## config.mk

```make
export PLATFORM = sky130hd
export DESIGN_NAME = psc_front
export DESIGN_NICKNAME = d
export VERILOG_FILES = /design/src/rtl/psc_pkg.sv /design/src/rtl/psc_front.sv
export SDC_FILE = /design/constraint.sdc
export NUM_CORES = 1
export LEC_CHECK = 0
export ABC_AREA = 1
export BUFFER_PORTS_ARGS = -buffer_cell sky130_fd_sc_hd__buf_2
export CAP_MARGIN = 20
export CORE_UTILIZATION = 42
export CTS_CLUSTER_SIZE = 40
export DETAILED_ROUTE_END_ITERATION = 8
export PLACE_DENSITY = 0.67
export SKIP_CTS_REPAIR_TIMING = 1
export SYNTH_ARGS = -nofsm -noshare
export SYNTH_HDL_FRONTEND = slang
export SYNTH_SLANG_ARGS = --single-unit
```

## constraint.sdc

```tcl
create_clock -name clk -period 5.5 [get_ports clk]
set_clock_uncertainty 0.2 [all_clocks]
set_input_delay 0.825 -clock clk [delete_from_list [all_inputs] [get_ports clk]]
set_output_delay 0.825 -clock clk [all_outputs]
set_load 0.05 [all_outputs]
```

## src/rtl/psc_pkg.sv

```systemverilog
package psc_pkg;

  localparam int StackDepthDefault = 1024;
  localparam int DataWidth = 32;
  localparam int IndexWidth = 10;
  localparam int QueueDepth = 2;

  typedef enum logic [2:0] {
    REQ_PUSH     = 3'd0,
    REQ_POP      = 3'd1,
    REQ_READ_TOP = 3'd2,
    REQ_READ_BOT = 3'd3,
    REQ_ADD      = 3'd4,
    REQ_SUB      = 3'd5,
    REQ_MUL      = 3'd6,
    REQ_DIV      = 3'd7
  } req_t;

  typedef enum logic [2:0] {
    ERR_OK       = 3'd0,
    ERR_EMPTY    = 3'd1,
    ERR_RANGE    = 3'd2,
    ERR_OPERANDS = 3'd3,
    ERR_DIVZERO  = 3'd4,
    ERR_FULL     = 3'd5
  } err_t;

  typedef enum logic [2:0] {
    ST_IDLE,
    ST_READ1,
    ST_READ2,
    ST_EXEC,
    ST_DIV,
    ST_WRITE,
    ST_OUT
  } state_t;

  // classified request handed from front to back
  typedef struct packed {
    req_t                  req;
    logic [DataWidth-1:0]  value;
    logic [IndexWidth-1:0] index;
  } cmd_t;

endpackage

```

## src/rtl/psc_front.sv

```systemverilog
// Accepts requests into a small queue.
module psc_front (
  input  logic                       clk,
  input  logic                       rst,
  input  logic                       in_valid,
  output logic                       in_stall,
  input  logic [2:0]                 req_type,
  input  logic [31:0]                push_value,
  input  logic [9:0]                 entry_index,
  output logic                       cmd_valid,
  input  logic                       cmd_take,
  output psc_pkg::cmd_t              cmd
);

  psc_pkg::cmd_t slots [psc_pkg::QueueDepth];
  logic          wptr;
  logic          rptr;
  logic [1:0]    fill;
  logic          push;
  logic          pop;

  assign in_stall  = (fill == 2'(psc_pkg::QueueDepth));
  assign push      = in_valid && !in_stall;
  assign cmd_valid = (fill != 2'd0);
  assign pop       = cmd_valid && cmd_take;
  assign cmd       = slots[rptr];

  always_ff @(posedge clk) begin
    if (push) begin
      slots[wptr] <= '{req: psc_pkg::req_t'(req_type), value: push_value,
                       index: entry_index};
    end
  end

  always_ff @(posedge clk) begin
    if (rst) begin
      wptr <= 1'b0;
      rptr <= 1'b0;
      fill <= 2'd0;
    end else begin
      if (push) wptr <= ~wptr;
      if (pop) rptr <= ~rptr;
      fill <= fill + 2'(push) - 2'(pop);
    end
  end

endmodule

```

# == After elaboration in Yosys (flattened, before gate mapping) ==
# Memories as Yosys holds them, arrays and structs flattened. A register that Yosys moved wholly into a read port is not among the register bits.
# Index checks and enable logic that the tools add are counted.
# totals
word_cells,17
inputBits,49
output_inout_bits,47
mem_bits_rw,90
memories,1
ff_bits,4
# mem_list
name,depth,width,read_ports,rd_clocked_by_memory_dff,wr,line_no,source
slots,2,45,1,1,1,psc_front.sv:15,psc_pkg::cmd_t slots [psc_pkg::QueueDepth];
# classes
n_reduce_logical,4
muxes,4
add_sub_neg,2
bitwise_logic,2
n_eq_ne,1
# op_table
operator,n
1-bit two-way mux,4
2-bit by 1-bit adder with 2-bit output,1
"2-bit == test, second input constant",1
1-bit logical AND,2
1-bit NOT,2
2-bit nonzero test,1
2-bit by 1-bit subtractor with 2-bit output,1
1-bit zero test,1

# == Longest topological paths before layout ==
# depth
depth_word,5
mapped_depth,11
depth_no_buf,11

# == Worst setup path before layout ==
# No wires, ideal clock.
# synth_path
path_type,input port to flip-flop
from,input in_valid
to,"memory slots[0][0] (netlist name), enable pin"
n_path_buf,0
arrival_time_ns,2.784
cell_stages,2
path_slack_ns,2.069
cell_sequence,nand2_1 -> nor2_1
# synth_via
elab_chain_cells,3
# synth_rtl
item,line_no,source
"start, declared",psc_front.sv:5,"input logic in_valid,"
1-bit logical AND,psc_front.sv:23,assign push = in_valid && !in_stall;
1-bit two-way mux,psc_front.sv:29,if (push) begin
1-bit two-way mux (implied by the code),psc_front.sv:30,"slots[wptr] <= '{req: psc_pkg::req_t'(req_type), value: push_value,"
"end, declared",psc_front.sv:15,
# Every way passes these cells.

==> impl_metrics.py <==
metrics = {
    "setup_path": {
        "ff2ff_path_depth": 5,
        "r2r-start": "fill[0]",
        "required_ns": 4.47,
        "start_kind": "register",
        "worstPathMaxFanout": 24,
        "crit_arrival_ns": 2.26,
        "r2r_end": "slots[0][5]",
        "r2r_setup_slack_ns": 3.26,
        "crit_end": "cmd[44]",
        "crit_type": "register to output pin",
        "cp-end-kind": "output pin",
    },
    "timing": {
        "final.period_utilization_pct": 59.7,
        "slew_headroom_pct": 47.2,
        "hold_ws_ns": 0.320,
        "max_freq_mhz": 304,
        "tightestPinTransition_ns": 0.790,
        "setup_viol": 0,
        "tns_ns": 0,
        "period_needed_ns": 3.28,
        "hold_violations": 0,
        "finalMaxSlewViolations": 0,
        "rsz0062_at_grt": "false",
        "finalWorstSetupSlack_ns": 2.22,
    },
    "cells_and_area": {
        "multiInputGateArea_um2": 778,
        "syn2layout_area_growth_pct": 21.0,
        "nNetsFinal": 333,
        "layout-drive-gt1-share_pct": 56.1,
        "antennaDiodeCount": 0,
        "fill_cells": 702,
        "seq_area_mm2": 0.00280,
    },
    "routing": {
        "drt-pass1-iter-count": 4,
        "via_per_inst": 4.72,
        "routed_wl_mm": 5.63,
        "drc_errors": 0,
        "ant_nets": 0,
        "vias": 1851,
        "avgRoutedWirePerCell_um": 14.4,
        "drtIter0Drc": 43,
    },
    "floorplanning": {
        "design.die.area_mm2": 0.00919,
        "rows": 33,
        "ios": 96,
        "start_util_pct": 44.1,
        "die_h_um": 95.8,
        "coreArea_mm2": 0.00838,
        "die-width_um": 95.8,
    },
    "yosys": {
        "syn-cell-area_mm2": 0.00370,
        "synth_cell_types": 12,
        "syn_nets": 229,
        "ys_ff_latch": 95,
        "ys_warn_count": 0,
        "ys_seq_area_share_pct": 75.8,
        "syn_avg_cell_area_um2": 20.8,
        "synthCells": 178,
    },
    "pwr": {
        "power_density_mw_per_mm2": 511,
        "peakVddDrop_uv": 256,
        "p_leak_nw": 1.79,
    },
    "clock_network": {
        "cts.clk_slew.worst_paths_ns": 0.08,
        "numCtsBuffers": 9,
        "clockBufferDepth": 2,
        "htreeDepth": 3,
        "worstSkewPairLatency_ns": 0.34,
        "cts_sinks": 95,
        "cts_tree": "done",
        "cts_root_buf": "clkbuf_8",
    },
    "placed_design": {
        "dp.final_hpwl_mm": 3.70,
        "port_buffers": 95,
        "gp_congestion": 0.674,
        "preCtsSetupSlack_ns": 2.53,
    },
    "global_routing": {
        "grt_pass1_wl_mm": 8.47,
        "grt-ovfl-total": 0,
        "grt_pass1_vias": 1811,
        "grt_max_degree": 46,
        "grtUsageTotal_pct": 12.9,
        "antenna_found_initial": 0,
    },
    "worst_hold_path": {
        "hold_path_depth": 2,
        "holdCritPathClass": "register to register",
    },
    "job": {
        "cap_viol_max_count": 0,
    },
    "run_status": {
        "outcome": "complete, no violations",
    },
}
placed cells by master, fill, tap and decap left out:
cell,n
dfxtp_1,4
bufinv_16,2
buf_12,1
inv_2,1
dfxtp_2,1
inv_1,8
nand3_1,3
mux2_2,5
edfxtp_1,90
clkinvlp_4,3
clkinv_1,1
inv_6,1
a21oi_1,2
nand2_1,8
clkbuf_8,9
nor2_4,1
ha_1,2
nor2_1,8
buf_4,2
buf_2,95
mux2_4,40
per-layer routing:
layer	vias up	global-route usage (%)	wire, um
li1	876	-	-
met1	905	15.1	2360
met2	61	21.7	2840
met3	9	3.63	322
met4	0	6.34	106
met5	-	0	0
metrics by stage:
step / area [um2] / instances / util [%] / power [mW]
final: 4480 / 392 / 53.4 / 2.29
after global routing: 4480 / 392 / 53.4 / 2.39
after CTS: 4460 / 391 / 53.2 / 2.31
after detailed placement: 4240 / 375 / 50.6 / 1.82
after global placement: 4240 / 375 / 50.6 / 1.81
after floorplan: 3700 / 178 / - / 1.69
sequential cells by signal, summed over array words and instances (netlist names), named ones only:
| signal | cells |
|---|---|
| fill | 2 |
| rptr | 1 |
| slots | 90 |
| wptr | 1 |
power breakdown:
part / total (mW) / internal (mW) / switching (mW)
Sequential: 0.969 / 0.915 / 0.0541
Combinational: 0.827 / 0.264 / 0.563
Clock: 0.490 / 0.256 / 0.234
area by class of cell:
cell class / instances / share of cell area, %
multi-input combinational: 69 / 17.4
sequential: 95 / 62.6
tap: 105 / 2.93
clock inverter: 7 / 2.12
inverter: 9 / 0.755
clock buffer: 9 / 2.77
timing repair buffer: 98 / 11.4
synth_stat cells:
cell | count | area share, %
edfxtp_1 | 90 | 73
mux2_4 | 40 | 16
inv_1 | 9 | 0.91
nor2_1 | 9 | 0.91
nand2_1 | 8 | 0.81
dfxtp_1 | 5 | 2.7
mux2_2 | 5 | 1.5
buf_12 | 4 | 2.2
nand3_1 | 3 | 0.41
a21oi_1 | 2 | 0.27
ha_1 | 2 | 0.68
buf_6 | 1 | 0.30
logic make-up after synthesis:
group | share of synthesized area (%)
flip-flops | 75.8
multiplexers | 17.8
AND/OR/NAND/NOR | 2.13
buffers and inverters | 3.38
AO/OA/AOI/OAI | 0.271
adder cells (fa/ha/maj) | 0.676
worst max-delay path: stages, from the launching register on:
cell and delay [ns]:
dfxtp_2 0.80, buf_4 0.51, mux2_2 0.38, buf_2 0.21
how the worst min path moves through the flow:
stage,to,slack (ns),startpoint
floorplan,register,0.27,rptr
global placement,rptr,0.29,rptr
detailed placement,register,0.28,rptr
CTS,register,0.32,rptr
global route,rptr,0.37,rptr
finish,register,0.32,rptr
No activity file was read; power rests on OpenSTA's default activity.
